==> src/hw/rtl/gsdc_pkg.sv <==
`timescale 1ns / 1ps
`default_nettype none
// ----------------------------------------------------------------------------
// gsdc_pkg
// shared types and constants of the gain scheduled distance control unit
// ----------------------------------------------------------------------------
package gsdc_pkg;

  // payload widths
  localparam int RANGE_W = 16;
  localparam int SPEED_W = 13;

  // configuration register widths
  localparam int WFIRST_W = 11;
  localparam int WEND_W   = 12;
  localparam int TARGET_W = 16;
  localparam int GAIN_W   = 12;
  localparam int RECIP_W  = 25;
  localparam int LIMIT_W  = 12;

  localparam int CFG_IDX_W  = 3;
  localparam int CFG_DATA_W = 25;

  // reset values of the configuration registers
  localparam logic [WFIRST_W-1:0] WFIRST_RST = 11'd340;
  localparam logic [WEND_W-1:0]   WEND_RST   = 12'd360;
  localparam logic [TARGET_W-1:0] TARGET_RST = 16'd1000;
  localparam logic [GAIN_W-1:0]   GMIN_RST   = 12'd102;
  localparam logic [GAIN_W-1:0]   GMAX_RST   = 12'd1024;
  localparam logic [RECIP_W-1:0]  RECIP_RST  = 25'd16777;
  localparam logic [LIMIT_W-1:0]  LIMIT_RST  = 12'd200;

  // serial multiplier geometry: widest multiplicand is |delta| * |error|
  localparam int MUL_A_W   = GAIN_W + RANGE_W;
  localparam int MUL_B_W   = RECIP_W;
  localparam int MUL_P_W   = MUL_A_W + MUL_B_W;
  localparam int MUL_CNT_W = $clog2(MUL_B_W);

  // fraction bits of span_recip and of the gain
  localparam int RECIP_FRAC = 24;
  localparam int GAIN_FRAC  = 10;

  typedef enum logic [CFG_IDX_W-1:0] {
    CFG_WINDOW_FIRST    = 3'd0,
    CFG_WINDOW_END      = 3'd1,
    CFG_TARGET_DISTANCE = 3'd2,
    CFG_GAIN_MIN        = 3'd3,
    CFG_GAIN_MAX        = 3'd4,
    CFG_SPAN_RECIP      = 3'd5,
    CFG_SPEED_LIMIT     = 3'd6
  } cfg_reg_e;

  typedef enum logic [2:0] {
    ST_SCAN      = 3'd0,
    ST_PREP      = 3'd1,
    ST_MUL_DE    = 3'd2,
    ST_MUL_SPAN  = 3'd3,
    ST_MUL_GAIN  = 3'd4,
    ST_SEND      = 3'd5
  } state_e;

  typedef struct packed {
    logic               start;
    logic [MUL_A_W-1:0] a;
    logic [MUL_B_W-1:0] b;
  } mul_req_t;

  typedef struct packed {
    logic               done;
    logic [MUL_P_W-1:0] product;
  } mul_rsp_t;

endpackage
`default_nettype wire

==> src/hw/rtl/gsdc_if.sv <==
`timescale 1ns / 1ps
`default_nettype none
// ----------------------------------------------------------------------------
// gsdc stream interfaces
// valid/ready channels for range samples in and speed commands out
// ----------------------------------------------------------------------------
interface gsdc_in_if;
  logic        valid;
  logic        ready;
  logic [15:0] range_mm;
  logic        last_sample;

  modport source (output valid, output range_mm, output last_sample, input ready);
  modport sink   (input valid, input range_mm, input last_sample, output ready);
endinterface

interface gsdc_out_if;
  logic               valid;
  logic               ready;
  logic signed [12:0] speed_command;
  logic        [15:0] nearest_range;

  modport source (output valid, output speed_command, output nearest_range, input ready);
  modport sink   (input valid, input speed_command, input nearest_range, output ready);
endinterface
`default_nettype wire

==> src/hw/rtl/gsdc_serial_mul.sv <==
`timescale 1ns / 1ps
`default_nettype none
// ----------------------------------------------------------------------------
// gsdc_serial_mul
// unsigned shift-add multiplier, one multiplier bit per cycle
// ----------------------------------------------------------------------------
module gsdc_serial_mul (
  input  wire logic              clk_i,
  input  wire logic              rst_ni,
  input  wire gsdc_pkg::mul_req_t req_i,
  output      gsdc_pkg::mul_rsp_t rsp_o
);
  import gsdc_pkg::*;

  logic                 busy_q, busy_d;
  logic                 done_q, done_d;
  logic [MUL_CNT_W-1:0] cnt_q, cnt_d;
  logic [MUL_A_W-1:0]   a_q;
  logic [MUL_B_W-1:0]   b_q;
  logic [MUL_P_W-1:0]   acc_q;
  logic [MUL_A_W:0]     sum;

  // add the multiplicand into the upper part, then shift the accumulator right
  assign sum = {1'b0, acc_q[MUL_P_W-1:MUL_B_W]} + (b_q[0] ? {1'b0, a_q} : '0);

  always_comb begin
    busy_d = busy_q;
    done_d = 1'b0;
    cnt_d  = cnt_q;
    if (req_i.start) begin
      busy_d = 1'b1;
      cnt_d  = '0;
    end else if (busy_q) begin
      cnt_d = cnt_q + 1'b1;
      if (cnt_q == MUL_CNT_W'(MUL_B_W - 1)) begin
        busy_d = 1'b0;
        done_d = 1'b1;
      end
    end
  end

  always_ff @(posedge clk_i or negedge rst_ni) begin
    if (!rst_ni) begin
      busy_q <= 1'b0;
      done_q <= 1'b0;
      cnt_q  <= '0;
    end else begin
      busy_q <= busy_d;
      done_q <= done_d;
      cnt_q  <= cnt_d;
    end
  end

  always_ff @(posedge clk_i) begin
    if (req_i.start) begin
      a_q   <= req_i.a;
      b_q   <= req_i.b;
      acc_q <= '0;
    end else if (busy_q) begin
      b_q   <= b_q >> 1;
      acc_q <= {sum, acc_q[MUL_B_W-1:1]};
    end
  end

  assign rsp_o.done    = done_q;
  assign rsp_o.product = acc_q;

endmodule
`default_nettype wire

==> src/hw/rtl/gain_scheduled_distance_control_unit.sv <==
`timescale 1ns / 1ps
`default_nettype none
// ----------------------------------------------------------------------------
// gain_scheduled_distance_control_unit
// gain scheduled proportional speed control from the nearest range in a scan
// ----------------------------------------------------------------------------
// usage
//   in_i carries one range word per sample with a last-of-scan flag. words
//   that are not last are taken one per cycle and only update the sample
//   index and the window minimum, so a scan streams in at full rate.
//   the last word of a scan starts the speed calculation: three products
//   (|delta|*|error|, times span_recip, gain times |error|) run one after
//   another on a single bit-serial shift-add multiplier. the result word
//   is loaded into out_o in the send state; in_i.ready is low from the
//   last word until then. out_o is a registered stage: a waiting result
//   does not stop the next scan's samples, only a second result waits (in
//   the send state) until the receiver takes the first. configuration is
//   written through cfg_we_i/cfg_idx_i/cfg_data_i; the user writes it
//   only while the block is idle, which the block itself does not enforce;
//   unknown indexes are ignored. reset restores the configuration defaults,
//   clears the sample index, sets the minimum to full scale and drops any
//   pending result.
// ----------------------------------------------------------------------------
module gain_scheduled_distance_control_unit #(
  parameter int MAX_SAMPLES = 2048
) (
  input  wire logic                             clk_i,
  input  wire logic                             rst_ni,
  gsdc_in_if.sink                               in_i,
  gsdc_out_if.source                            out_o,
  input  wire logic                             cfg_we_i,
  input  wire logic [gsdc_pkg::CFG_IDX_W-1:0]   cfg_idx_i,
  input  wire logic [gsdc_pkg::CFG_DATA_W-1:0]  cfg_data_i
);
  import gsdc_pkg::*;

  // sample index width and the width used for window compares
  localparam int IDX_W = $clog2(MAX_SAMPLES);
  localparam int CMP_W = (IDX_W > WEND_W) ? IDX_W : WEND_W;
  localparam logic [IDX_W-1:0] IDX_LAST = IDX_W'(MAX_SAMPLES - 1);

  // configuration registers
  logic [WFIRST_W-1:0] window_first_q;
  logic [WEND_W-1:0]   window_end_q;
  logic [TARGET_W-1:0] target_q;
  logic [GAIN_W-1:0]   gain_min_q;
  logic [GAIN_W-1:0]   gain_max_q;
  logic [RECIP_W-1:0]  span_recip_q;
  logic [LIMIT_W-1:0]  speed_limit_q;

  // scan state
  state_e             state_q, state_d;
  logic [IDX_W-1:0]   idx_q, idx_d;
  logic [RANGE_W-1:0] min_q, min_d;
  logic [RANGE_W-1:0] min_next;
  logic               in_acc;
  logic               in_window;

  // calculation registers
  logic [RANGE_W-1:0] min_res_q;
  logic [RANGE_W-1:0] abs_e_q;
  logic               e_neg_q;
  logic [GAIN_W-1:0]  abs_d_q;
  logic               d_neg_q;
  logic [SPEED_W-1:0] speed_q;

  // output stage
  logic               out_valid_q, out_valid_d;
  logic [SPEED_W-1:0] out_speed_q;
  logic [RANGE_W-1:0] out_near_q;
  logic               out_free;

  // fsm outputs
  logic     in_ready;
  logic     cap_prep;
  logic     cap_speed;
  logic     out_load;
  mul_req_t mul_req;
  mul_rsp_t mul_rsp;

  // datapath
  logic [RANGE_W:0]   e_full;
  logic [RANGE_W-1:0] abs_e;
  logic [GAIN_W:0]    d_full;
  logic [GAIN_W-1:0]  abs_d;
  logic [MUL_P_W-RECIP_FRAC-1:0] mag;
  logic               mag_big;
  logic               mag_gt_d;
  logic               mag_lt_d;
  logic [GAIN_W-1:0]  gain;
  logic [MUL_A_W-GAIN_FRAC-1:0] smag;
  logic [LIMIT_W-1:0] smag_lim;
  logic [SPEED_W-1:0] speed;

  // ---------------------------------------------------------------------------
  // configuration writes
  // ---------------------------------------------------------------------------
  always_ff @(posedge clk_i or negedge rst_ni) begin
    if (!rst_ni) begin
      window_first_q <= WFIRST_RST;
      window_end_q   <= WEND_RST;
      target_q       <= TARGET_RST;
      gain_min_q     <= GMIN_RST;
      gain_max_q     <= GMAX_RST;
      span_recip_q   <= RECIP_RST;
      speed_limit_q  <= LIMIT_RST;
    end else if (cfg_we_i) begin
      unique case (cfg_reg_e'(cfg_idx_i))
        CFG_WINDOW_FIRST:    window_first_q <= cfg_data_i[WFIRST_W-1:0];
        CFG_WINDOW_END:      window_end_q   <= cfg_data_i[WEND_W-1:0];
        CFG_TARGET_DISTANCE: target_q       <= cfg_data_i[TARGET_W-1:0];
        CFG_GAIN_MIN:        gain_min_q     <= cfg_data_i[GAIN_W-1:0];
        CFG_GAIN_MAX:        gain_max_q     <= cfg_data_i[GAIN_W-1:0];
        CFG_SPAN_RECIP:      span_recip_q   <= cfg_data_i[RECIP_W-1:0];
        CFG_SPEED_LIMIT:     speed_limit_q  <= cfg_data_i[LIMIT_W-1:0];
        default: ;
      endcase
    end
  end

  // ---------------------------------------------------------------------------
  // sample index and window minimum
  // ---------------------------------------------------------------------------
  assign in_acc    = in_i.valid && in_ready;
  assign in_window = (CMP_W'(idx_q) >= CMP_W'(window_first_q)) &&
                     (CMP_W'(idx_q) <  CMP_W'(window_end_q));
  assign min_next  = (in_window && (in_i.range_mm < min_q)) ? in_i.range_mm : min_q;

  always_comb begin
    idx_d = idx_q;
    min_d = min_q;
    if (in_acc) begin
      if (in_i.last_sample) begin
        // scan done: back to the start of a fresh scan
        idx_d = '0;
        min_d = '1;
      end else begin
        min_d = min_next;
        if (idx_q != IDX_LAST) begin
          idx_d = idx_q + 1'b1;
        end
      end
    end
  end

  // ---------------------------------------------------------------------------
  // error and gain span, signed differences folded to sign and magnitude
  // ---------------------------------------------------------------------------
  assign e_full = {1'b0, min_res_q} - {1'b0, target_q};
  assign abs_e  = e_full[RANGE_W] ? RANGE_W'(-e_full) : e_full[RANGE_W-1:0];
  assign d_full = {1'b0, gain_max_q} - {1'b0, gain_min_q};
  assign abs_d  = d_full[GAIN_W] ? GAIN_W'(-d_full) : d_full[GAIN_W-1:0];

  // scheduled gain: only the compare of the scaled error with |delta| matters,
  // since both clamps land on one of the bounds once it is passed
  assign mag      = mul_rsp.product[MUL_P_W-1:RECIP_FRAC];
  assign mag_big  = |mag[MUL_P_W-RECIP_FRAC-1:GAIN_W];
  assign mag_gt_d = mag_big || (mag[GAIN_W-1:0] > abs_d_q);
  assign mag_lt_d = !mag_big && (mag[GAIN_W-1:0] < abs_d_q);

  always_comb begin
    if (d_neg_q) begin
      // reversed bounds: gain_max until the scaled error reaches |delta|, then gain_min
      gain = mag_lt_d ? gain_max_q : gain_min_q;
    end else begin
      gain = mag_gt_d ? gain_max_q : gain_min_q + mag[GAIN_W-1:0];
    end
  end

  // speed magnitude, limited, then signed by the error
  assign smag     = mul_rsp.product[MUL_A_W-1:GAIN_FRAC];
  assign smag_lim = (smag > (MUL_A_W-GAIN_FRAC)'(speed_limit_q)) ? speed_limit_q
                                                               : smag[LIMIT_W-1:0];
  assign speed    = e_neg_q ? SPEED_W'(-{1'b0, smag_lim}) : SPEED_W'({1'b0, smag_lim});

  // ---------------------------------------------------------------------------
  // sequencer
  // ---------------------------------------------------------------------------
  assign out_free = !out_valid_q || out_o.ready;

  always_comb begin
    state_d = state_q;
    unique case (state_q)
      ST_SCAN: begin
        if (in_acc && in_i.last_sample) begin
          state_d = ST_PREP;
        end
      end
      ST_PREP: begin
        state_d = ST_MUL_DE;
      end
      ST_MUL_DE: begin
        if (mul_rsp.done) begin
          state_d = ST_MUL_SPAN;
        end
      end
      ST_MUL_SPAN: begin
        if (mul_rsp.done) begin
          state_d = ST_MUL_GAIN;
        end
      end
      ST_MUL_GAIN: begin
        if (mul_rsp.done) begin
          state_d = ST_SEND;
        end
      end
      ST_SEND: begin
        if (out_free) begin
          state_d = ST_SCAN;
        end
      end
      default: state_d = ST_SCAN;
    endcase
  end

  always_comb begin
    in_ready  = 1'b0;
    cap_prep  = 1'b0;
    cap_speed = 1'b0;
    out_load  = 1'b0;
    mul_req   = '0;
    unique case (state_q)
      ST_SCAN: begin
        in_ready = 1'b1;
      end
      ST_PREP: begin
        // |delta| * |error|
        cap_prep      = 1'b1;
        mul_req.start = 1'b1;
        mul_req.a     = MUL_A_W'(abs_e);
        mul_req.b     = MUL_B_W'(abs_d);
      end
      ST_MUL_DE: begin
        // times span_recip
        mul_req.start = mul_rsp.done;
        mul_req.a     = mul_rsp.product[MUL_A_W-1:0];
        mul_req.b     = span_recip_q;
      end
      ST_MUL_SPAN: begin
        // scheduled gain times |error|
        mul_req.start = mul_rsp.done;
        mul_req.a     = MUL_A_W'(abs_e_q);
        mul_req.b     = MUL_B_W'(gain);
      end
      ST_MUL_GAIN: begin
        cap_speed = mul_rsp.done;
      end
      ST_SEND: begin
        out_load = out_free;
      end
      default: ;
    endcase
  end

  gsdc_serial_mul u_mul (
    .clk_i  (clk_i),
    .rst_ni (rst_ni),
    .req_i  (mul_req),
    .rsp_o  (mul_rsp)
  );

  // ---------------------------------------------------------------------------
  // output stage
  // ---------------------------------------------------------------------------
  always_comb begin
    out_valid_d = out_valid_q;
    if (out_load) begin
      out_valid_d = 1'b1;
    end else if (out_o.ready) begin
      out_valid_d = 1'b0;
    end
  end

  // ---------------------------------------------------------------------------
  // registers
  // ---------------------------------------------------------------------------
  always_ff @(posedge clk_i or negedge rst_ni) begin
    if (!rst_ni) begin
      state_q     <= ST_SCAN;
      idx_q       <= '0;
      min_q       <= '1;
      out_valid_q <= 1'b0;
    end else begin
      state_q     <= state_d;
      idx_q       <= idx_d;
      min_q       <= min_d;
      out_valid_q <= out_valid_d;
    end
  end

  always_ff @(posedge clk_i) begin
    if (in_acc && in_i.last_sample) begin
      min_res_q <= min_next;
    end
    if (cap_prep) begin
      abs_e_q <= abs_e;
      e_neg_q <= e_full[RANGE_W];
      abs_d_q <= abs_d;
      d_neg_q <= d_full[GAIN_W];
    end
    if (cap_speed) begin
      speed_q <= speed;
    end
    if (out_load) begin
      out_speed_q <= speed_q;
      out_near_q  <= min_res_q;
    end
  end

  assign in_i.ready          = in_ready;
  assign out_o.valid         = out_valid_q;
  assign out_o.speed_command = out_speed_q;
  assign out_o.nearest_range = out_near_q;

endmodule
`default_nettype wire

==> src/flat_wrapper.sv <==
// flat-port wrapper written by rule: the top's interface ports become plain ports
module gain_scheduled_distance_control_unit_flat import gsdc_pkg::*;
#(
  parameter int MAX_SAMPLES = 2048
)
  (clk_i, rst_ni, cfg_we_i, cfg_idx_i, cfg_data_i, in_i_valid, in_i_range_mm, in_i_last_sample, in_i_ready, out_o_valid, out_o_speed_command, out_o_nearest_range, out_o_ready);
  gsdc_in_if in_i_i ();
  gsdc_out_if out_o_i ();
  input  wire logic clk_i;
  input  wire logic rst_ni;
  input  wire logic cfg_we_i;
  input  wire logic [gsdc_pkg::CFG_IDX_W-1:0] cfg_idx_i;
  input  wire logic [gsdc_pkg::CFG_DATA_W-1:0] cfg_data_i;
  input wire logic [$bits(in_i_i.valid)-1:0] in_i_valid;
  input wire logic [$bits(in_i_i.range_mm)-1:0] in_i_range_mm;
  input wire logic [$bits(in_i_i.last_sample)-1:0] in_i_last_sample;
  output wire logic [$bits(in_i_i.ready)-1:0] in_i_ready;
  output wire logic [$bits(out_o_i.valid)-1:0] out_o_valid;
  output wire logic [$bits(out_o_i.speed_command)-1:0] out_o_speed_command;
  output wire logic [$bits(out_o_i.nearest_range)-1:0] out_o_nearest_range;
  input wire logic [$bits(out_o_i.ready)-1:0] out_o_ready;
  assign in_i_i.valid = in_i_valid;
  assign in_i_i.range_mm = in_i_range_mm;
  assign in_i_i.last_sample = in_i_last_sample;
  assign in_i_ready = in_i_i.ready;
  assign out_o_valid = out_o_i.valid;
  assign out_o_speed_command = out_o_i.speed_command;
  assign out_o_nearest_range = out_o_i.nearest_range;
  assign out_o_i.ready = out_o_ready;
  gain_scheduled_distance_control_unit #(.MAX_SAMPLES(MAX_SAMPLES)) u_core (.clk_i(clk_i), .rst_ni(rst_ni), .in_i(in_i_i), .out_o(out_o_i), .cfg_we_i(cfg_we_i), .cfg_idx_i(cfg_idx_i), .cfg_data_i(cfg_data_i));
endmodule
==> config.mk <==
export PLATFORM = sky130hd
export DESIGN_NAME = gain_scheduled_distance_control_unit_flat
export DESIGN_NICKNAME = d
export VERILOG_FILES = /design/src/hw/rtl/gsdc_pkg.sv /design/src/hw/rtl/gsdc_if.sv /design/src/hw/rtl/gsdc_serial_mul.sv /design/src/hw/rtl/gain_scheduled_distance_control_unit.sv /design/src/flat_wrapper.sv
export SDC_FILE = /design/constraint.sdc
export NUM_CORES = 1
export LEC_CHECK = 0
export BUFFER_PORTS_ARGS = -buffer_cell sky130_fd_sc_hd__buf_4
export CAP_MARGIN = 20
export CORE_MARGIN = 2
export CORE_UTILIZATION = 39
export CTS_CLUSTER_DIAMETER = 120
export CTS_CLUSTER_SIZE = 12
export DETAILED_ROUTE_END_ITERATION = 8
export HOLD_SLACK_MARGIN = 0.03
export PLACE_DENSITY = 0.62
export SYNTH_ARGS = -nofsm -noshare
export SYNTH_HDL_FRONTEND = slang
export SYNTH_SLANG_ARGS = --single-unit
==> constraint.sdc <==
create_clock -name clk_i -period 8.8 [get_ports clk_i]
set_clock_uncertainty 0.1 [all_clocks]
set_input_delay 0.88 -clock clk_i [delete_from_list [all_inputs] [get_ports clk_i]]
set_output_delay 0.88 -clock clk_i [all_outputs]
set_load 0.01 [all_outputs]
After elaboration in Yosys (flattened, before gate mapping). Cells that the tools add are included.

Output and inout port bits: 31. Register bits: 332. Input bits: 50. Logic and storage cells: 118.

Eq/ne operators: 18. Muxes and demuxes: 35. Reduce and logical (&&, ||, !) cells: 24. Order comparisons: 6. Add/sub/neg operators: 9.

Operators by type and width (count): case mux 54 bit (3 select lines) (1); two-way mux 12 bit (6); two-way mux 25 bit (2); two-way mux 16 bit (3); adder 28 x 29 -> 29 bit (1); two-way mux 28 bit (1); two-way mux 11 bit (2); > comparator 18 x 12 -> 1 bit (1); case mux 3 bit (6 select lines) (1); OR reduction 17 bit (1); subtractor 16 x 16 -> 17 bit (1); less-than comparator 16 bit (1); negator 16 bit (1); AND reduction 2 bit (8); equality test 3 bit, second input constant (5); two-way mux 3 bit (5); negator 12 -> 13 bit (1); subtractor 12 x 12 -> 13 bit (1); adder 12 bit (1); equality test 3 x 2 -> 1 bit, second input constant (4); > comparator 12 bit (1); less-than comparator 11 x 12 -> 1 bit (1); less-than comparator 12 bit (1); two-way mux 1 bit (12); other kinds (16) (30).

Longest topological paths before layout. Gate-level depths: netlist (run 1).

Depth after elaboration: 7. Gate-level depth with buffers: 15. Gate-level depth less buffers: 14.

Modules after synthesis. A second synthesis (run 1) with hierarchy kept.

Cell total of the unflattened synthesis: 1938. Area total of the unflattened synthesis: 19620.1 µm².

Modules (own cells, without submodules): gain_scheduled_distance_control_unit (cells each 1387, sequential area each 5974.5 µm², area each 13825.8 µm², instances 1); gsdc_serial_mul (cells each 551, sequential area each 2827.7 µm², area each 5794.3 µm², instances 1).

Worst setup path before layout (run 1). Ideal clock, no wire load.

Path kind: register to register. Start point: reg u_core.speed_limit_q[3]. End point: reg u_core.speed_q[10], data pin. Period minus slack after synthesis: 3.383 ns. Path slack: 5.417 ns. Path buffers: 2. Stages on the path, launching flop included: 16. Setup time: 0.262 ns. Data required time: 8.438 ns. Arrival: 3.022 ns. Cell sequence: dfstp_2 -> inv_1 -> ha_1 -> a21o_1 -> a21o_1 -> a21oi_1 -> o2111ai_1 -> o21ai_1 -> clkbuf_1 -> buf_2 -> mux2i_1 -> ha_1 -> nor2_1 -> a21oi_1 -> a21oi_1 -> xnor2_1.

Cells in the longest elaborated chain, start to end: 4.

Ends and longest elaborated chain: start: declaration (line gain_scheduled_distance_control_unit.sv:49) `logic [LIMIT_W-1:0] speed_limit_q;`; start signal: assignment (line gain_scheduled_distance_control_unit.sv:115) `CFG_SPEED_LIMIT: speed_limit_q <= cfg_data_i[LIMIT_W-1:0];`; > comparator 18 x 12 -> 1 bit (line gain_scheduled_distance_control_unit.sv:172) `assign smag_lim = (smag > (MUL_A_W-GAIN_FRAC)'(speed_limit_q)) ? speed_limit_q`; two-way mux 12 bit (*) (line gain_scheduled_distance_control_unit.sv:172); negator 12 -> 13 bit (line gain_scheduled_distance_control_unit.sv:174) `assign speed = e_neg_q ? SPEED_W'(-{1'b0, smag_lim}) : SPEED_W'({1'b0, smag_lim});`; two-way mux 12 bit (*) (line gain_scheduled_distance_control_unit.sv:174); named net u_core.speed[10] (line gain_scheduled_distance_control_unit.sv:93) `logic [SPEED_W-1:0] speed;`; end signal: assignment (line gain_scheduled_distance_control_unit.sv:302) `speed_q <= speed;`; end: declaration (line gain_scheduled_distance_control_unit.sv:65) `logic [SPEED_W-1:0] speed_q;`.

The timed path passes the listed nets; every way through them passes the cells marked *. A chain may end at the register's enable or synchronous reset.

Worst setup path in the final report (run 1).
Start point: reg u_core.gain_max_q[0]. End point: reg u_core.u_mul.b_q[6], data pin.

Cells in the longest elaborated chain, start to end: 5.

Ends and longest elaborated chain: start: declaration (line gain_scheduled_distance_control_unit.sv:47) `logic [GAIN_W-1:0] gain_max_q;`; start signal: assignment (line gain_scheduled_distance_control_unit.sv:113) `CFG_GAIN_MAX: gain_max_q <= cfg_data_i[GAIN_W-1:0];`; subtractor 12 x 12 -> 13 bit (*) (line gain_scheduled_distance_control_unit.sv:151) `assign d_full = {1'b0, gain_max_q} - {1'b0, gain_min_q};`; negator 12 bit (line gain_scheduled_distance_control_unit.sv:152) `assign abs_d = d_full[GAIN_W] ? GAIN_W'(-d_full) : d_full[GAIN_W-1:0];`; two-way mux 12 bit (*) (line gain_scheduled_distance_control_unit.sv:152); named net u_core.abs_d[6] (line gain_scheduled_distance_control_unit.sv:85) `logic [GAIN_W-1:0] abs_d;`; case mux 54 bit (3 select lines) (*) (line gain_scheduled_distance_control_unit.sv:222) `unique case (state_q)`; two-way mux 25 bit (*) (line gsdc_serial_mul.sv:55) `if (req_i.start) begin`; end signal: assignment (line gsdc_serial_mul.sv:57) `b_q <= req_i.b;`; end signal: assignment (line gsdc_serial_mul.sv:60) `b_q <= b_q >> 1;`; end: declaration (line gsdc_serial_mul.sv:19) `logic [MUL_B_W-1:0] b_q;`.

Marked as above.

==> results of run 1 <==
## layer usage
metal / wire length [µm] / share of wire
met5: 0 / 0
met1: 20500 / 0.45
met2: 21700 / 0.48
met4: 1250 / 0.028
met3: 1980 / 0.043
## logic make-up (layout without fill, tap and decap cells)
| family | count (synthesis) | after routing | synth area share |
|---|---|---|---|
| AND/OR/NAND/NOR | 532 | 532 | 0.135 |
| AO/OA/AOI/OAI | 407 | 407 | 0.142 |
| flip-flops | 332 | 332 | 0.469 |
| buffers and inverters | 197 | 285 | 0.0417 |
| adder cells (fa/ha/maj) | 137 | 137 | 0.0929 |
| multiplexers | 126 | 126 | 0.0717 |
| XOR/XNOR | 102 | 102 | 0.0480 |
## placed cells by master, fill, tap and decap left out, types with 7 or more instances in the layout
cell type and n:
mux2i_1 58, buf_4 94, xnor2_1 67, nand2_1 177
nand4_1 14, o21ai_1 35, nand3_1 34, a21oi_1 82
and2_1 44, a31oi_1 14, o31ai_1 11, nor3_1 22
ha_1 133, o211ai_1 8, edfxtp_1 141, a211oi_1 24
or3_1 8, inv_1 126, a21o_1 38, o21bai_1 7
dfrtp_1 94, o21a_1 12, o21ai_0 85, o22a_1 18
clkbuf_16 31, and3_1 8, mux2_2 67, clkbuf_1 25
nor4_1 7, a22oi_1 7, nor2b_1 18, dfxtp_1 53
nand2b_1 20, xor2_1 34, nor2_1 142, dfstp_2 43
a32oi_1 8
## sequential cells by signal (all words and copies together) (netlist names), 12 cells and up
signal and cells:
u_core.abs_e_q 16, u_core.gain_min_q 12, u_core.speed_limit_q 12, u_core.out_o.speed_command 13, u_core.u_mul.b_q 25, u_core.min_res_q 16, u_core.abs_d_q 12, u_core.u_mul.acc_q 53
u_core.gain_max_q 12, u_core.min_q 16, u_core.span_recip_q 25, u_core.target_q 16, u_core.u_mul.a_q 28, u_core.out_o.nearest_range 16, u_core.window_end_q 12, u_core.speed_q 13
## cell type report
cell class / instances / area (µm²)
sequential: 332 / 8800
multi-input combinational: 1304 / 9230
clock buffer: 56 / 870
tap: 615 / 769
fill: 4554 / 26700
timing repair buffer: 99 / 782
clock inverter: 2 / 38.8
inverter: 128 / 482
## how the worst min path moves through the flow
stage          slack, ns         startpoint  cells after the start                       endpoint
2_1_floorplan       0.30  u_core.speed_q[0]                      0  u_core.out_o.speed_command[0]
3_3_place_gp        0.30  u_core.speed_q[0]                      0  u_core.out_o.speed_command[0]
3_5_place_dp        0.30  u_core.speed_q[9]                      0  u_core.out_o.speed_command[9]
4_1_cts             0.25             rst_ni                      1        u_core.span_recip_q[10]
5_1_grt             0.28             rst_ni                      1        u_core.span_recip_q[20]
6_report            0.23             rst_ni                      1        u_core.span_recip_q[19]
## report_power, final
| group | switching (mW) | leakage [nW] | internal, mW |
|---|---|---|---|
| sequential | 0.336 | 3.36 | 2.15 |
| combinational | 1.62 | 5.18 | 1.25 |
| clock | 0.580 | 0.430 | 0.690 |
| total | 2.53 | 8.96 | 4.10 |
## metrics by stage
stage / instances / power [mW] / setup WS, ns / hold WS (ns) / util
floorplan: 1833 / 4.66 / 5.42 / 0.300 / -
finish: 2536 / 6.63 / 4.78 / 0.228 / 0.440
global route: 2536 / 7.15 / 4.41 / 0.276 / 0.440
global placement: 2474 / 5.27 / 4.82 / 0.302 / 0.420
CTS: 2535 / 6.67 / 4.75 / 0.250 / 0.440
detailed placement: 2477 / 5.37 / 4.76 / 0.305 / 0.421
==> results.py, run 1 <==
metrics = {
    "yosys": {
        "synth_top_cell_by_area": "edfxtp_1",
        "syn_area_um2": 18800,
        "synthTopCellsByArea": "edfxtp_1 (23%), dfrtp_1 (13%), ha_1 (8.9%), dfstp_2 (6.0%), dfxtp_1 (5.7%)",
        "synth.distinct_cells": 84,
        "synthTopCellsByCount": "nand2_1 (177), nor2_1 (144), edfxtp_1 (141)",
        "ys_seq_area_frac": 0.469,
        "async_reset_ff_frac": 0.416,
        "synth.most_common_cell": "nand2_1",
        "ys_ff_latch": 332,
        "synth_top_flop_cell": "edfxtp_1",
        "synth_area_per_cell_um2": 10.2,
        "synth_nets": 2020,
        "synth_top_area_frac": 0.226,
        "syn_inst": 1833,
        "ys_warn_count": 0,
        "synth_edf_count": 141,
    },
    "die": {
        "die_w_um": 223,
        "dieHeight_um": 223,
        "start_util": 0.394,
        "rows": 80,
        "pin_count": 81,
        "core_um2": 47600,
        "dieArea_um2": 49900,
    },
    "place": {
        "gp_congestion": 0.883,
        "hpwl_um": 33000,
        "placed_area_um2": 20100,
        "numPortBuffers": 80,
    },
    "cts": {
        "tritoncts": "yes",
        "cts_buffers": 31,
        "hold_buffers": 0,
        "clock_latency_ns": 0.59,
        "h-tree-depth": 1,
        "clockBufferDepth": 3,
        "path_clk_slew_ns": 0.06,
        "post_cts_buffers": 0,
        "clock-sinks": 332,
        "cts-resized-gates": 0,
        "root_buffer": "clkbuf_16",
    },
    "drt": {
        "route.detailed.drc": 0,
        "ant_nets": 0,
        "drtIter0Drc": 876,
        "vias_per_cell": 5.36,
        "first_pass_iters": 5,
        "num_vias": 13600,
        "detail_route.wl_per_cell_um": 17.9,
        "totalWireLength_um": 45400,
    },
    "setup_path": {
        "path_delay_family": "compound AO/OA/AOI/OAI gates",
        "critPathKind": "reg2reg",
        "arrival_ns": 4.24,
        "start_kind": "register",
        "cp.depth": 14,
        "ff2ff_setup_slack_ns": 4.78,
        "crit_buf_inv": 2,
        "r2r_start": "u_core.gain_max_q[0]",
        "endpoint": "u_core.u_mul.b_q[6]",
        "end_kind": "register",
        "slowest_delay_ns": 0.80,
        "r2r_end": "u_core.u_mul.b_q[6]",
        "r2r_cells": 14,
        "cp_data_required_time_ns": 9.02,
        "crit_path_top_delay_cell": "o41ai_2",
        "path_cells": "inv_1 -> ha_1 -> inv_1 -> fa_1 -> a21o_1 -> a211oi_1 -> nor2_1 -> o22ai_1 -> o22ai_1 -> o41ai_2 -> o21ai_0 -> xnor2_1 -> a221oi_1 -> o21ai_1",
        "cp_max_fo": 13,
        "critPathLaunch": "u_core.gain_max_q[0]",
    },
    "pwr": {
        "p_per_area_nw_per_um2": 316,
        "ir_worst_vdd_v": 0.000212,
        "p_leak_nw": 8.96,
    },
    "grt": {
        "grt.total_usage": 0.184,
        "grt_max_degree": 82,
        "top_usage_layer": "met2",
        "grt_pass1_vias": 13600,
        "grt_pass1_wl_um": 73500,
        "grt-ovfl-total": 0,
        "use_met1": 0.241,
        "use_met3": 0.0245,
        "antenna_found_initial": 1,
        "grt_use_met2": 0.315,
    },
    "timing": {
        "tightest_slew_ns": 1.04,
        "min_period_ns": 4.02,
        "maxSlewViolCount": 0,
        "setup_tns_ns": 0,
        "fmax_mhz": 249,
        "finalHoldViolations": 0,
        "min_period_over_period": 0.457,
        "grt_setup_unrepaired": "no",
        "setup-violations-final": 0,
        "relSlewSlack": 0.302,
    },
    "job": {
        "max_cap_violations": 0,
    },
    "cells_and_area": {
        "n_antenna_cell": 0,
        "num-nets-final": 2083,
        "area_growth_pct": 11.7,
        "drive_gt1_frac": 0.140,
        "final_cell_area_um2": 21000,
    },
    "status": {
        "outcome": "complete, no violations",
    },
    "worst_hold_path": {
        "hp-class": "in2async",
    },
}
No activity file was read; power rests on OpenSTA's default activity.
==> run 2: changes to the inputs <==
clock period = 4.1 ns   (was 8.8 ns; I/O delays follow)
==> run 2 against run 1 <==
  * First-iteration DRC count down 8.1%
  * Cell count up 1.7%
  * Utilization up 0.86 points
  * Clock power up 130%
  * Sequential power up 120%
  * Global-route usage up 0.35 points
  * Design area up 2.0%
  * Setup slack worse by 4.4 ns
  * Worst hold slack worse by 0.17 ns
  * Sequential cell count unchanged
  * Critical endpoint is now u_core.u_mul.b_q[1]
  * Largest power group unchanged
==> results.py, run 2 (same netlist as run 1, synthesis figures left out) <==
metrics = {
    "status": {
        "outcome": "complete, no violations",
    },
    "timing": {
        "fmax_mhz": 266,
        "hold_slack_ns": 0.0606,
        "relSlewSlack": 0.334,
        "grt_setup_unrepaired": "no",
        "setup_ws_ns": 0.343,
        "finalHoldViolations": 0,
        "min_period_ns": 3.76,
        "maxSlewViolCount": 0,
        "min_period_over_period": 0.916,
        "tightest_slew_ns": 0.993,
        "setup_tns_ns": 0,
        "setup-violations-final": 0,
    },
    "pwr": {
        "comb_power_share": 0.429,
        "p_sw_mw": 5.48,
        "p_leak_nw": 9.16,
        "p_total_mw": 14.4,
        "ir_worst_vdd_v": 0.000399,
        "clockPowerShare": 0.201,
        "intPower_mw": 8.96,
        "p_sw_frac": 0.379,
        "p_per_area_nw_per_um2": 676,
        "sequentialPowerShare": 0.371,
    },
    "cts": {
        "clockBufferDepth": 3,
        "h-tree-depth": 2,
        "cts-resized-gates": 0,
        "root_buffer": "clkbuf_16",
        "clock-sinks": 332,
        "cts_buffers": 34,
        "clock_latency_ns": 0.52,
        "path_clk_slew_ns": 0.07,
        "post_cts_buffers": 0,
        "hold_buffers": 28,
        "tritoncts": "yes",
    },
    "setup_path": {
        "end_kind": "register",
        "cp_data_required_time_ns": 4.25,
        "cp_max_fo": 8,
        "crit_path_top_delay_cell": "o41ai_2",
        "critPathKind": "reg2reg",
        "slowest_delay_ns": 0.55,
        "path_cells": "inv_1 -> ha_1 -> inv_1 -> fa_1 -> a21o_1 -> a211oi_1 -> nor2_1 -> o22ai_1 -> o22ai_1 -> o41ai_2 -> buf_4 -> o21ai_0 -> a221oi_1 -> o21ai_1",
        "start_kind": "register",
        "arrival_ns": 3.91,
    },
    "die": {
        "start_util": 0.394,
        "dieHeight_um": 223,
        "dieArea_um2": 49900,
        "rows": 80,
        "pin_count": 81,
        "die_w_um": 223,
        "core_um2": 47600,
    },
    "place": {
        "gp_congestion": 0.894,
        "numPortBuffers": 80,
        "place_ws_ns": 0.394,
        "hpwl_um": 33400,
    },
    "job": {
        "max_cap_violations": 0,
    },
    "grt": {
        "grt_pass1_wl_um": 73900,
        "antenna_found_initial": 0,
        "grt_pass1_vias": 13700,
        "grt_max_degree": 88,
        "grt.total_usage": 0.187,
        "grt-ovfl-total": 0,
    },
    "cells_and_area": {
        "area_growth_pct": 13.9,
        "reg_top3": "u_core.u_mul.acc_q (53), u_core.u_mul.a_q (28)",
        "drive_gt1_frac": 0.145,
        "n_antenna_cell": 0,
        "final_common_cell": "nand2_1",
        "largest_register_ffs": 53,
        "num-nets-final": 2125,
        "top_register": "u_core.u_mul.acc_q",
        "mostFrequentLayoutCells": "nand2_1 (177), nor2_1 (142), edfxtp_1 (141), ha_1 (133), inv_1 (126)",
        "fillers": 4502,
    },
    "drt": {
        "route.detailed.drc": 0,
        "wl_met2_um": 22200,
        "ant_nets": 0,
        "vias_per_cell": 5.35,
        "wl_met1_um": 20000,
        "drtIter0Drc": 805,
        "num_vias": 13800,
        "totalWireLength_um": 46200,
        "first_pass_iters": 5,
        "dr_wl_met3_um": 2230,
        "detail_route.wl_per_cell_um": 17.9,
        "highest_layer": "met4",
    },
    "worst_hold_path": {
        "hp-class": "in2reg",
    },
}
run 2: cell count changes in the layout (fill, tap and decap cells not counted), moves of 2 or more:
cell | before | now
buf_4 | 94 | 109
clkbuf_16 | 31 | 35
clkbuf_1 | 25 | 23
dlygate4sd3_1 | 0 | 28
buf_6 | 3 | 1
run 2: power by group through the flow:
stage	clock, mW	combinational (mW)	sequential [mW]
CTS	2.99	6.22	5.36
global placement	0	6.00	5.40
global route	3.12	7.00	5.47
finish	2.90	6.19	5.36
floorplan	0	4.90	5.09
detailed placement	0	6.15	5.42
run 2: critical path, delay by kind of cell (launching register included):
kind	cells	cell delay, ns
AOI/OAI and AO/OA	8	1.90
adders and majority gates	2	0.59
buffers and inverters	3	0.41
DFF	1	0.38
and+or+nand+nor	1	0.10
run 2: stage by stage:
stage | area, µm² | instances | utilization
finish | 21400 | 2578 | 0.449
global route | 21400 | 2578 | 0.449
CTS | 21400 | 2578 | 0.449
detailed placement | 20100 | 2489 | 0.422
global placement | 20100 | 2489 | 0.422
floorplan | 18800 | 1833 | -
run 2: area by class of cell:
class                   instances  area (µm²)  share of cell area
clock buffers                  58         962              0.0450
clock inverters                 3        28.8             0.00135
multi-input cells            1304        9230               0.432
flip-flops and latches        332        8800               0.412
well taps                     615         769              0.0360
repair buffers                138        1110              0.0519
inverters                     128         482              0.0225
run 2: final timing paths:
path	end	cells past startpoint	slack (ns)	startpoint
min in group asynchronous	u_core.idx_q[5]	2	0.45	rst_ni
min reg2reg	u_core.out_o.speed_command[6]	0	0.32	u_core.speed_q[6]
max reg2reg	u_core.u_mul.b_q[1]	14	0.34	u_core.gain_max_q[0]
min	u_core.target_q[13]	3	0.06	cfg_data_i[13]
max	u_core.u_mul.b_q[1]	14	0.34	u_core.gain_max_q[0]
max in group asynchronous	u_core.gain_min_q[1]	3	2.48	rst_ni
run 2: layer usage:
layer  up-vias  global-route usage
li1       6759                   -
met4         0              0.0742
met1      6687               0.235
met2       281               0.322
met3        75              0.0302
met5         -                   0
==> run 3: changes to the inputs <==
SYNTH_HIERARCHICAL = 1   (was not set)
==> run 3 against run 2 <==
  * Sequential power down 14%
  * Non-clock buffer count grew 23
  * Design area rose by 4.6%
  * Combinational power is 29% lower
  * Utilization about the same
  * Critical path depth down 2
  * Cell count rose by 6.3%
  * Area after synthesis increased by 4.5%
  * Register-to-register slack about the same
  * Highest routed layer unchanged
  * Worst hold slack better by 0.0021 ns
  * Routed wire length grew 11%
  * Synthesized cell count is 5.7% higher
==> results.py, run 3 <==
metrics = {
    "status": {
        "outcome": "complete, no violations",
    },
    "yosys": {
        "ys_ff_latch": 332,
        "synth_top_cell_by_area": "edfxtp_1",
        "ys_warn_count": 6,
        "synth.distinct_cells": 85,
        "syn_inst": 1938,
        "ys_seq_area_frac": 0.449,
        "async_reset_ff_frac": 0.416,
        "synth.most_common_cell": "nand2_1",
        "synth_area_per_cell_um2": 10.1,
        "synthTopCellsByArea": "edfxtp_1 (22%), dfrtp_1 (12%), ha_1 (8.5%), dfstp_2 (5.8%), mux2_2 (5.5%)",
        "synth_edf_count": 141,
        "synth_nets": 2125,
        "syn_area_um2": 19600,
        "synth_top_area_frac": 0.216,
        "synthTopCellsByCount": "nand2_1 (163), nor2_1 (152), edfxtp_1 (141)",
        "synth_top_flop_cell": "edfxtp_1",
    },
    "drt": {
        "num_vias": 14800,
        "ant_nets": 0,
        "route.detailed.drc": 0,
        "drtIter0Drc": 796,
        "totalWireLength_um": 51300,
        "detail_route.wl_per_cell_um": 18.7,
        "first_pass_iters": 5,
        "vias_per_cell": 5.39,
    },
    "grt": {
        "grt_pass1_vias": 14800,
        "grt_max_degree": 80,
        "grt-ovfl-total": 0,
        "grt_pass1_wl_um": 82400,
        "antenna_found_initial": 2,
        "grt.total_usage": 0.196,
    },
    "worst_hold_path": {
        "min_path_cells": 3,
        "hold_path_end": "u_core/target_q[9]",
        "hp-class": "in2reg",
        "hp-start": "cfg_data_i[9]",
    },
    "timing": {
        "grt_setup_unrepaired": "no",
        "min_period_over_period": 0.914,
        "finalHoldViolations": 0,
        "hold_slack_ns": 0.0627,
        "fmax_mhz": 267,
        "relSlewSlack": 0.342,
        "tightest_slew_ns": 0.984,
        "min_period_ns": 3.75,
        "maxSlewViolCount": 0,
        "setup-violations-final": 0,
        "setup_tns_ns": 0,
    },
    "setup_path": {
        "r2r_cells": 12,
        "cp_max_fo": 5,
        "r2r_start": "u_core/gain_min_q[1]",
        "critPathKind": "reg2reg",
        "arrival_ns": 4.00,
        "ff2ff_setup_slack_ns": 0.35,
        "r2r_end": "u_core/u_mul/b_q[10]",
        "cp_data_required_time_ns": 4.35,
        "end_kind": "register",
        "start_kind": "register",
    },
    "cells_and_area": {
        "drive_gt1_frac": 0.161,
        "reg_top3": "u_core/u_mul/acc_q (53), u_core/u_mul/a_q (28)",
        "fillers": 4797,
        "top_register": "u_core/u_mul/acc_q",
        "multi_input_area_um2": 10000,
        "regArea_um2": 8800,
        "mostFrequentLayoutCells": "nand2_1 (163), nor2_1 (148), edfxtp_1 (141), ha_1 (133), inv_1 (122)",
        "largest_register_ffs": 53,
        "final_cell_area_um2": 22400,
        "num-nets-final": 2231,
        "n_antenna_cell": 0,
        "area_growth_pct": 14.0,
        "final_common_cell": "nand2_1",
    },
    "cts": {
        "post_cts_buffers": 0,
        "tritoncts": "yes",
        "path_clk_slew_ns": 0.06,
        "root_buffer": "clkbuf_16",
        "h-tree-depth": 1,
        "clockBufferDepth": 3,
        "clock-sinks": 332,
        "clock_latency_ns": 0.61,
        "cts_buffers": 31,
    },
    "die": {
        "pin_count": 81,
        "core_um2": 49900,
        "dieArea_um2": 52100,
        "start_util": 0.393,
        "die_w_um": 228,
        "rows": 82,
        "dieHeight_um": 228,
    },
    "pwr": {
        "p_per_area_nw_per_um2": 526,
        "p_leak_nw": 9.62,
        "ir_worst_vdd_v": 0.000325,
    },
    "place": {
        "numPortBuffers": 80,
        "gp_congestion": 0.888,
        "hpwl_um": 37300,
        "placed_area_um2": 21100,
    },
    "job": {
        "max_cap_violations": 0,
    },
}
==> run 3: what timing repair did <==
action	CTS	global route
hold buffers	39	0
gates resized for setup	0	1
endpoints found under the hold margin	98	0
endpoints found under the setup margin	0	5
==> run 3: report_power, final <==
group          total [mW]  switching, mW  internal [mW]
registers            4.62          0.547           4.08
logic                4.39           2.48           1.91
clock network        2.75           1.29           1.46
total                11.8           4.32           7.45
==> run 3: how the worst max path moves through the flow <==
stage / to / from / cells after the start
6_report: u_core/u_mul/b_q[10] / u_core/gain_min_q[1] / 12
4_1_cts: u_core/u_mul/b_q[9] / u_core/gain_min_q[2] / 13
2_1_floorplan: u_core/u_mul/b_q[0] / u_core/state_q[0] / 9
3_3_place_gp: u_core/u_mul/b_q[9] / u_core/gain_min_q[2] / 13
3_5_place_dp: u_core/u_mul/b_q[9] / u_core/gain_min_q[2] / 13
5_1_grt: u_core/u_mul/a_q[15] / u_core/target_q[3] / 12
==> run 3: critical path, stage by stage, from the launching register on <==
cell and delay, ns:
dfstp_2 0.59, inv_1 0.09, ha_1 0.28, nor2b_1 0.12
o21ai_0 0.21, a21oi_1 0.14, or3_1 0.34, a2111oi_0 0.56
nand3b_1 0.19, o21ai_0 0.27, xnor2_1 0.12, a22o_1 0.23
mux2_2 0.26
==> run 3: area by class of cell <==
type,count,share of cell area
clock inverter,1,0.000895
sequential,332,0.394
multi-input combinational,1395,0.449
tap,672,0.0376
inverter,123,0.0206
clock buffer,57,0.0399
timing repair buffer,161,0.0586
==> run 3: layer usage <==
metal,share of wire,global-route usage,up-vias
met5,0,0,-
met4,0.022,0.0423,0
met3,0.048,0.0306,61
met2,0.48,0.341,315
met1,0.45,0.257,7222
li1,-,-,7186
==> run 3: logic make-up after synthesis <==
kind of cell    Yosys count  synth area share
compound gates          423             0.144
buf+inv                 211            0.0429
mux                     159            0.0898
simple gates            583             0.144
flops                   332             0.449
xor+xnor                 93            0.0415
fa+ha+maj               137            0.0889
==> run 3: stage by stage <==
step	worst slack (ns)	std cells	total power, mW	util
global route	0.0642	2741	12.6	0.449
floorplan	0.109	1938	7.77	-
finish	0.352	2741	11.8	0.449
detailed placement	0.139	2644	8.98	0.422
global placement	0.203	2644	8.88	0.422
CTS	0.156	2741	11.8	0.449
